===== config.mk =====
export PLATFORM = sky130hd
export DESIGN_NAME = dicom_vr_value_checker_top
export DESIGN_NICKNAME = d
export VERILOG_FILES = /design/src/dvrc_pkg.sv /design/src/dvrc_front.sv /design/src/dvrc_fifo.sv /design/src/dvrc_back.sv /design/src/dicom_vr_value_checker_top.sv
export SDC_FILE = /design/constraint.sdc
export NUM_CORES = 1
export LEC_CHECK = 0
export ABC_AREA = 1
export BUFFER_PORTS_ARGS = -buffer_cell sky130_fd_sc_hd__buf_2
export CAP_MARGIN = 20
export CORE_MARGIN = 3
export CORE_UTILIZATION = 60
export DETAILED_ROUTE_END_ITERATION = 12
export GPL_ROUTABILITY_DRIVEN = 0
export HOLD_SLACK_MARGIN = 0.08
export PLACE_DENSITY_LB_ADDON = 0.08
export SYNTH_ARGS = -nofsm -noshare
export SYNTH_HDL_FRONTEND = slang
export SYNTH_SLANG_ARGS = --single-unit

===== constraint.sdc =====
create_clock -name clk -period 3.21 [get_ports clk]
set_input_delay 0.1605 -clock clk [delete_from_list [all_inputs] [get_ports clk]]
set_output_delay 0.1605 -clock clk [all_outputs]
set_load 0.03 [all_outputs]

===== src/dvrc_pkg.sv =====
// ---------------------------------------------------------------------------
// dvrc_pkg
// Shared types, VR codes and lookup functions for the DICOM VR value checker.
// ---------------------------------------------------------------------------
package dvrc_pkg;

    localparam int VR_BITS        = 6;
    localparam int NUM_STRING_VRS = 17;
    localparam int FIFO_DEPTH     = 4;
    localparam int PTR_BITS       = 2;

    localparam logic [VR_BITS-1:0] VR_AE = 6'd0;
    localparam logic [VR_BITS-1:0] VR_AS = 6'd1;
    localparam logic [VR_BITS-1:0] VR_CS = 6'd2;
    localparam logic [VR_BITS-1:0] VR_DA = 6'd3;
    localparam logic [VR_BITS-1:0] VR_DS = 6'd4;
    localparam logic [VR_BITS-1:0] VR_DT = 6'd5;
    localparam logic [VR_BITS-1:0] VR_IS = 6'd6;
    localparam logic [VR_BITS-1:0] VR_LO = 6'd7;
    localparam logic [VR_BITS-1:0] VR_LT = 6'd8;
    localparam logic [VR_BITS-1:0] VR_PN = 6'd9;
    localparam logic [VR_BITS-1:0] VR_SH = 6'd10;
    localparam logic [VR_BITS-1:0] VR_ST = 6'd11;
    localparam logic [VR_BITS-1:0] VR_TM = 6'd12;
    localparam logic [VR_BITS-1:0] VR_UI = 6'd14;
    localparam logic [VR_BITS-1:0] VR_FL = 6'd17;
    localparam logic [VR_BITS-1:0] VR_FD = 6'd18;
    localparam logic [VR_BITS-1:0] VR_SL = 6'd19;
    localparam logic [VR_BITS-1:0] VR_SS = 6'd20;
    localparam logic [VR_BITS-1:0] VR_SV = 6'd21;
    localparam logic [VR_BITS-1:0] VR_UL = 6'd22;
    localparam logic [VR_BITS-1:0] VR_US = 6'd23;
    localparam logic [VR_BITS-1:0] VR_UV = 6'd24;
    localparam logic [VR_BITS-1:0] VR_AT = 6'd31;
    localparam logic [VR_BITS-1:0] VR_UN = 6'd33;

    localparam logic [VR_BITS-1:0] VR_STR_END = 6'd17;

    // classified word passed from front to back
    typedef struct packed {
        logic               func;
        logic [VR_BITS-1:0] vr;
        logic               class_ok;
        logic               unit_ok;
        logic               has;
        logic               last;
    } dvrc_word_t;

    function automatic logic [VR_BITS-1:0] norm_vr(input logic [VR_BITS-1:0] code);
        return (code > VR_UN) ? VR_UN : code;
    endfunction

    function automatic logic is_digit(input logic [7:0] b);
        return (b >= 8'h30) && (b <= 8'h39);
    endfunction

    function automatic logic is_unit(input logic [7:0] b);
        return (b == 8'h44) || (b == 8'h57) || (b == 8'h4D) || (b == 8'h59);
    endfunction

    function automatic logic byte_in_class(input logic [VR_BITS-1:0] vr,
                                           input logic [7:0] b);
        logic ok;
        ok = 1'b1;
        unique case (vr)
            VR_CS: ok = ((b >= 8'h41) && (b <= 8'h5A)) || is_digit(b) ||
                        (b == 8'h20) || (b == 8'h5F);
            VR_DA: ok = is_digit(b);
            VR_TM: ok = is_digit(b) || (b == 8'h2E) || (b == 8'h3A);
            VR_UI: ok = is_digit(b) || (b == 8'h2E);
            VR_DS: ok = is_digit(b) || (b == 8'h2B) || (b == 8'h2D) ||
                        (b == 8'h2E) || (b == 8'h45) || (b == 8'h65) ||
                        (b == 8'h20);
            VR_IS: ok = is_digit(b) || (b == 8'h2B) || (b == 8'h2D);
            VR_AS: ok = is_digit(b) || is_unit(b);
            VR_DT: ok = is_digit(b) || (b == 8'h2E) || (b == 8'h2B) ||
                        (b == 8'h2D);
            default:
            begin
                if (vr < VR_STR_END)
                    ok = ((b >= 8'h20) && (b <= 8'h7E)) || (b == 8'h0D) ||
                         (b == 8'h0A) || (b == 8'h0C) || (b == 8'h09);
                else
                    ok = 1'b1;
            end
        endcase
        return ok;
    endfunction

    // maximum length, 0 = unlimited or not a string VR
    function automatic logic [15:0] max_len(input logic [VR_BITS-1:0] vr);
        logic [15:0] m;
        unique case (vr)
            VR_AE:   m = 16'd16;
            VR_AS:   m = 16'd4;
            VR_CS:   m = 16'd16;
            VR_DA:   m = 16'd8;
            VR_DS:   m = 16'd16;
            VR_DT:   m = 16'd26;
            VR_IS:   m = 16'd12;
            VR_LO:   m = 16'd64;
            VR_LT:   m = 16'd10240;
            VR_PN:   m = 16'd324;
            VR_SH:   m = 16'd16;
            VR_ST:   m = 16'd1024;
            VR_TM:   m = 16'd14;
            VR_UI:   m = 16'd64;
            default: m = 16'd0;
        endcase
        return m;
    endfunction

    // fixed item size, 0 = not fixed
    function automatic logic [3:0] unit_size(input logic [VR_BITS-1:0] vr);
        logic [3:0] u;
        unique case (vr)
            VR_AS, VR_FL, VR_SL, VR_UL, VR_AT: u = 4'd4;
            VR_DA, VR_FD, VR_SV, VR_UV:        u = 4'd8;
            VR_SS, VR_US:                      u = 4'd2;
            default:                           u = 4'd0;
        endcase
        return u;
    endfunction

endpackage


===== src/dvrc_front.sv =====
// ---------------------------------------------------------------------------
// dvrc_front
// Input stage: takes a byte word, classifies it and hands it to the queue.
// ---------------------------------------------------------------------------
module dvrc_front
    import dvrc_pkg::*;
(
    input  logic               clk,
    input  logic               rst_n,
    input  logic               push,
    output logic               full,
    input  logic               func,
    input  logic [VR_BITS-1:0] vr_code,
    input  logic [7:0]         data_byte,
    input  logic               has_byte,
    input  logic               last,
    output logic               q_push,
    output dvrc_word_t         q_word,
    input  logic               q_full
);

    logic               valid_reg;
    logic               valid_next;
    dvrc_word_t         word_reg;
    dvrc_word_t         word_next;
    logic               accept;
    logic [VR_BITS-1:0] vr_n;

    assign full   = valid_reg && q_full;
    assign accept = push && !full;
    assign q_push = valid_reg && !q_full;
    assign q_word = word_reg;

    always_comb
    begin
        vr_n               = norm_vr(vr_code);
        word_next.func     = func;
        word_next.vr       = vr_n;
        word_next.class_ok = byte_in_class(vr_n, data_byte);
        word_next.unit_ok  = is_unit(data_byte);
        word_next.has      = has_byte;
        word_next.last     = last;
        if (accept)
            valid_next = 1'b1;
        else if (q_push)
            valid_next = 1'b0;
        else
            valid_next = valid_reg;
    end

    always_ff @(posedge clk or negedge rst_n)
    begin
        if (!rst_n)
            valid_reg <= 1'b0;
        else
            valid_reg <= valid_next;
    end

    always_ff @(posedge clk)
    begin
        if (accept)
            word_reg <= word_next;
    end

endmodule


===== src/dvrc_fifo.sv =====
// ---------------------------------------------------------------------------
// dvrc_fifo
// Short queue of classified words between the front and back stages.
// ---------------------------------------------------------------------------
module dvrc_fifo
    import dvrc_pkg::*;
(
    input  logic       clk,
    input  logic       rst_n,
    input  logic       wr_en,
    input  dvrc_word_t wr_word,
    output logic       q_full,
    output logic       rd_en_ok,
    input  logic       rd_en,
    output dvrc_word_t rd_word
);

    dvrc_word_t          mem [FIFO_DEPTH];
    logic [PTR_BITS-1:0] wr_ptr_reg;
    logic [PTR_BITS-1:0] rd_ptr_reg;
    logic [PTR_BITS:0]   cnt_reg;
    logic [PTR_BITS:0]   cnt_next;

    assign q_full   = (cnt_reg == (PTR_BITS+1)'(FIFO_DEPTH));
    assign rd_en_ok = (cnt_reg != '0);
    assign rd_word  = mem[rd_ptr_reg];

    always_comb
    begin
        cnt_next = cnt_reg;
        if (wr_en && !rd_en)
            cnt_next = cnt_reg + 1'b1;
        else if (!wr_en && rd_en)
            cnt_next = cnt_reg - 1'b1;
    end

    always_ff @(posedge clk or negedge rst_n)
    begin
        if (!rst_n)
        begin
            wr_ptr_reg <= '0;
            rd_ptr_reg <= '0;
            cnt_reg    <= '0;
        end
        else
        begin
            if (wr_en)
                wr_ptr_reg <= wr_ptr_reg + 1'b1;
            if (rd_en)
                rd_ptr_reg <= rd_ptr_reg + 1'b1;
            cnt_reg <= cnt_next;
        end
    end

    always_ff @(posedge clk)
    begin
        if (wr_en)
            mem[wr_ptr_reg] <= wr_word;
    end

endmodule


===== src/dvrc_back.sv =====
// ---------------------------------------------------------------------------
// dvrc_back
// Accumulates length and class flags per value and forms the verdict.
// ---------------------------------------------------------------------------
module dvrc_back
    import dvrc_pkg::*;
#(
    parameter int COUNT_BITS = 16
)
(
    input  logic       clk,
    input  logic       rst_n,
    input  logic       q_avail,
    input  dvrc_word_t q_word,
    output logic       q_pop,
    output logic       empty,
    input  logic       pop,
    output logic       valid_res
);

    logic [COUNT_BITS-1:0] cnt_reg;
    logic [COUNT_BITS-1:0] cnt_next;
    logic [2:0]            mod_reg;
    logic [2:0]            mod_next;
    logic                  chars_reg;
    logic                  chars_next;
    logic                  age_reg;
    logic                  age_next;
    logic                  res_valid_reg;
    logic                  res_reg;
    logic                  verdict;
    logic                  is_str;
    logic                  over;
    logic                  charset;
    logic [3:0]            unit;
    logic [15:0]           maxl;

    assign empty     = !res_valid_reg;
    assign valid_res = res_reg;
    assign q_pop     = q_avail && (!q_word.last || !res_valid_reg || pop);

    always_comb
    begin
        cnt_next   = cnt_reg;
        mod_next   = mod_reg;
        chars_next = chars_reg;
        age_next   = age_reg;
        if (q_word.has)
        begin
            if (!q_word.class_ok)
                chars_next = 1'b0;
            if (cnt_reg == COUNT_BITS'(3))
                age_next = q_word.unit_ok;
            if (cnt_reg != '1)
                cnt_next = cnt_reg + COUNT_BITS'(1);
            mod_next = mod_reg + 3'd1;
        end

        is_str = (q_word.vr < VR_STR_END);
        unit   = unit_size(q_word.vr);
        maxl   = max_len(q_word.vr);
        over   = is_str && (maxl != 16'd0) && (cnt_next > COUNT_BITS'(maxl));

        if (q_word.vr == VR_AS)
            charset = (cnt_next == COUNT_BITS'(4)) && chars_next && age_next;
        else if (q_word.vr == VR_DA)
            charset = (cnt_next == COUNT_BITS'(8)) && chars_next;
        else if (is_str)
            charset = chars_next;
        else
            charset = 1'b1;

        if (!q_word.func)
        begin
            if (unit != 4'd0)
                verdict = ((mod_next & 3'(unit - 4'd1)) == 3'd0);
            else if (is_str)
                verdict = !over && charset;
            else
                verdict = 1'b1;
        end
        else
        begin
            if (!is_str || over)
                verdict = 1'b0;
            else if ((unit != 4'd0) && (cnt_next != COUNT_BITS'(unit)))
                verdict = 1'b0;
            else
                verdict = charset;
        end
    end

    always_ff @(posedge clk or negedge rst_n)
    begin
        if (!rst_n)
        begin
            cnt_reg       <= '0;
            mod_reg       <= '0;
            chars_reg     <= 1'b1;
            age_reg       <= 1'b0;
            res_valid_reg <= 1'b0;
            res_reg       <= 1'b0;
        end
        else
        begin
            if (q_pop)
            begin
                if (q_word.last)
                begin
                    cnt_reg   <= '0;
                    mod_reg   <= '0;
                    chars_reg <= 1'b1;
                    age_reg   <= 1'b0;
                    res_reg   <= verdict;
                end
                else
                begin
                    cnt_reg   <= cnt_next;
                    mod_reg   <= mod_next;
                    chars_reg <= chars_next;
                    age_reg   <= age_next;
                end
            end
            if (q_pop && q_word.last)
                res_valid_reg <= 1'b1;
            else if (pop && res_valid_reg)
                res_valid_reg <= 1'b0;
        end
    end

endmodule


===== src/dicom_vr_value_checker_top.sv =====
// ---------------------------------------------------------------------------
// dicom_vr_value_checker_top
// Checks a streamed DICOM element value against its value representation.
//
//   channel   direction  handshake       payload
//   input     in         push / full     func, vr_code, data_byte, has_byte, last
//   result    out        empty / pop     valid_res
//
// One byte word per cycle while pop keeps up; a word passes the front register,
// a four-entry queue and the back accumulator, and a verdict is registered in
// the result register once the last word leaves the queue. Reset clears all stages; stalls on
// pop back up through the result register and queue to full.
// ---------------------------------------------------------------------------
module dicom_vr_value_checker_top
    import dvrc_pkg::*;
#(
    parameter int COUNT_BITS = 16
)
(
    input  logic               clk,
    input  logic               rst_n,
    input  logic               push,
    output logic               full,
    input  logic               func,
    input  logic [VR_BITS-1:0] vr_code,
    input  logic [7:0]         data_byte,
    input  logic               has_byte,
    input  logic               last,
    output logic               empty,
    input  logic               pop,
    output logic               valid_res
);

    logic       q_push;
    logic       q_full;
    logic       q_avail;
    logic       q_pop;
    dvrc_word_t front_word;
    dvrc_word_t back_word;

    dvrc_front u_front (
        .clk       (clk),
        .rst_n     (rst_n),
        .push      (push),
        .full      (full),
        .func      (func),
        .vr_code   (vr_code),
        .data_byte (data_byte),
        .has_byte  (has_byte),
        .last      (last),
        .q_push    (q_push),
        .q_word    (front_word),
        .q_full    (q_full)
    );

    dvrc_fifo u_fifo (
        .clk      (clk),
        .rst_n    (rst_n),
        .wr_en    (q_push),
        .wr_word  (front_word),
        .q_full   (q_full),
        .rd_en_ok (q_avail),
        .rd_en    (q_pop),
        .rd_word  (back_word)
    );

    dvrc_back #(
        .COUNT_BITS (COUNT_BITS)
    ) u_back (
        .clk       (clk),
        .rst_n     (rst_n),
        .q_avail   (q_avail),
        .q_word    (back_word),
        .q_pop     (q_pop),
        .empty     (empty),
        .pop       (pop),
        .valid_res (valid_res)
    );

endmodule


==> metrics.md <==
| Metric | Value |
|---|---|
| Via/cell ratio | `5.674` |
| Net count reported at finish | `757` |
| Finished Core Util | `69.86%` |
| Hold Vio Cnt, Final | `0` |
| Worst hold slack | `152.5 ps` |
| Syn avg cell area | `7.994 sq um` |
| Category of the worst setup path capture point | `register` |
| Clock tree root driver cell | `clkbuf_8` |
| Most repeated library cell on the critical path | `nand2_1` |
| Clock buffer depth | `2` |
| Number of max-capacitance violations reported | `0` |
| Overall die area | `10180 sq um` |
| TritonCTS clock tree | `built` |
| DR DRC count | `0` |
| Grt ovf | `0` |
| Number of pins exceeding their max-slew limit in the final report | `0` |
| Total setup buffers inserted after CTS | `0` |
| Data required time of the critical path | `3460 ps` |
| Post-Place Cells | `801` |
| EDFF count, synth | `55` |
| Period minus WS final | `2949 ps` |
| Reported leakage power | `2.736 nW` |
| Total iterations of the first detailed-routing run | `5` |
| RSZ-0062 raised after global routing | `false` |
| First-iteration detailed-routing DRC count | `378` |
| Layout overhead on the synthesized area | `9.423%` |
| Final TNS setup | `0 ps` |
| Portion of the clock cycle consumed by the worst path in the final layout | `91.88%` |
| Worst setup path class | `register to register` |
| Largest cells by area after synthesis | `edfxtp_1, dfrtp_1, nand2_1` |
| Net count of the mapped netlist | `719` |
| Antenna violations before repair | `0` |
| Layout Skew | `15.71 ps` |
| Die height | `100.9 um` |
| First-pass GRT wire length | `20860 um` |
| Number of clock sinks seen by CTS | `86` |
| Area of the core | `8464 sq um` |
| Wirelength per Cell | `14.95 um` |
| Antenna cells | `0` |
| Number of synthesized register bits | `86` |
| PortBufs | `23` |
| Area share of the leading cell type in the synthesized netlist | `30.56%` |
| Proportion of synthesized chip area in sequential cells | `44.94%` |
| Element type at the critical path start | `register` |
| Final antenna-violating net count | `0` |
| Power density over the cells | `879.6 nW/um^2` |
| Crit-path max cell delay | `510 ps` |
| Most instantiated cells after synthesis | `nand2_1, inv_1, nor2_1` |
| Number of distinct library cells after synthesis | `47` |
| Number of instances in the synthesized netlist | `676` |
| Post-route non-filler standard cell count | `824` |
| Fraction of final layout cells with drive strength greater than 1 | `12.52%` |
| Final wirelength | `12320 um` |
| Routed via count | `4675` |
| Most frequently used cell type in the post-synthesis netlist | `nand2_1` |
| Cell Chain, Critical Path | `inv_2, o211ai_1, nand2_1, inv_1, ha_1, nor2_1, nand2_1, nor2_1, inv_1, ha_1, o211ai_1, nand2_1, nand3_1, nand2_1, inv_1, a21oi_2` |
| Library cell with the largest summed area after synthesis | `edfxtp_1` |
| Total power consumption of the routed design | `5.201 mW` |
| Chip width | `100.9 um` |
| Total number of placement rows | `33` |
| Flip-flop count of the largest register, all copies and words added | `44` |
| Status | `complete, no violations` |
| Normalized max-slew margin | `52.18%` |
| Maximum vdd ir drop | `0.0005986 V` |
| Number of warnings reported in the yosys synthesis log | `0` |
| Maximum clock frequency | `0.3391 GHz` |
| Largest net degree at the start of global routing | `32` |
| Post-CTS clock slew at the launch and capture registers of the worst setup and hold paths | `90 ps` |
| Critical path fanouts, max | `14` |
| Combined area of all synthesized cells | `5404 sq um` |
| H-tree Lvls | `3` |
| Vias in the first global route | `4393` |
| Arrival @ worst endpoint | `3200 ps` |
| Overall fraction of global-route tracks in use | `26.26%` |
| Latest clock arrival within the worst-skew pair | `360 ps` |
| Hold Crit Class | `primary input to register` |
| Post-detail-place hpwl | `9346 um` |
| Flip-flop cell with the highest count after synthesis | `edfxtp_1` |
| Final setup violation count | `0` |
| I/O pin total | `24` |
| Slowest-stage cell, CP | `dfrtp_2` |
| Reg-to-reg slack, setup | `260 ps` |
| Initial Util | `63.84%` |
| Transition time of the tightest slew-check pin | `717.3 ps` |
| Proportion of register bits with asynchronous set or reset after synthesis | `36.05%` |
| Total clock buffers created by CTS | `9` |
layout by cell type (no fill, tap or decap), drive strengths merged, types with 3 or more instances in the layout:
cell type,n
inv,107
buf,33
ha,21
nand4,14
nor2,67
o22ai,18
a21oi,24
nand3b,3
edfxtp,55
xor2,10
dlygate4sd3,7
o211ai,3
nand2,181
clkbuf,9
clkinv,6
nor3,14
xnor2,3
o21ai,28
nand3,67
dfrtp,30
kinds of logic after synthesis:
kind of cell | Yosys count | synth area share [%]
AND/OR/NAND/NOR | 351 | 29.34
buffers and inverters | 120 | 9.007
flip-flops | 86 | 44.94
AO/OA/AOI/OAI | 84 | 9.100
adder cells (fa/ha/maj) | 22 | 5.233
XOR/XNOR | 13 | 2.385
critical path, delay by kind of cell (launching register included):
| family | cells | cell delay [ps] |
|---|---|---|
| compound gates | 3 | 440 |
| flops | 1 | 510 |
| simple gates | 7 | 770 |
| buf+inv | 4 | 530 |
| fa+ha+maj | 2 | 590 |
area by class of cell:
type / instances / area [sq um]
Timing Repair Buffer: 40 / 260.3
Sequential cell: 86 / 2430
Tap cell: 105 / 131.4
Clock buffer: 9 / 123.9
Inverter: 107 / 401.6
Fill cell: 692 / 2551
Clock inverter: 7 / 77.57
Multi-Input combinational cell: 470 / 2489
worst paths after layout:
| path | cells after the start | end | start |
|---|---|---|---|
| setup / recovery | 16 | u_back.valid_res | u_fifo.rd_ptr_reg[1] |
| hold / removal | 3 | u_front.q_word[4] | vr_code[0] |
| setup reg to reg | 16 | u_back.valid_res | u_fifo.rd_ptr_reg[1] |
| hold reg to reg | 2 | u_back.chars_reg | u_back.chars_reg |
| max in group asynchronous | 2 | u_fifo.rd_ptr_reg[1] | rst_n |
| min in group asynchronous | 2 | u_back.cnt_reg[13] | rst_n |
where the power goes:
| part | internal, mW | switching [mW] | total (mW) |
|---|---|---|---|
| Combinational | 0.905 | 1.90 | 2.81 |
| Clock | 0.306 | 0.439 | 0.745 |
| Sequential | 1.48 | 0.173 | 1.65 |
| Total | 2.69 | 2.51 | 5.20 |
repair_timing:
action                     in CTS  in global routing
setup endpoints to repair       0                  1
hold buffers                    7                  0
resized for setup               0                  1
hold endpoints to repair       36                  0
per-stage QoR:
| step | setup slack, ps | instance area, sq um |
|---|---|---|
| after detailed placement | 244.7 | 5640 |
| final | 260.8 | 5913 |
| after CTS | 209.3 | 5912 |
| after global routing | 21.41 | 5913 |
| after global placement | 390.1 | 5640 |
| after floorplan | 660.0 | 5404 |
layer usage:
metal | vias to the layer above | part of all wire, % | track usage (%)
met1 | 2161 | 46 | 38.34
li1 | 2307 | - | -
met4 | 0 | 1.5 | 7.771
met3 | 17 | 8.7 | 6.159
met5 | - | 0 | 0
met2 | 190 | 44 | 39.24
Note: power is estimated with default switching activity, not from simulation.
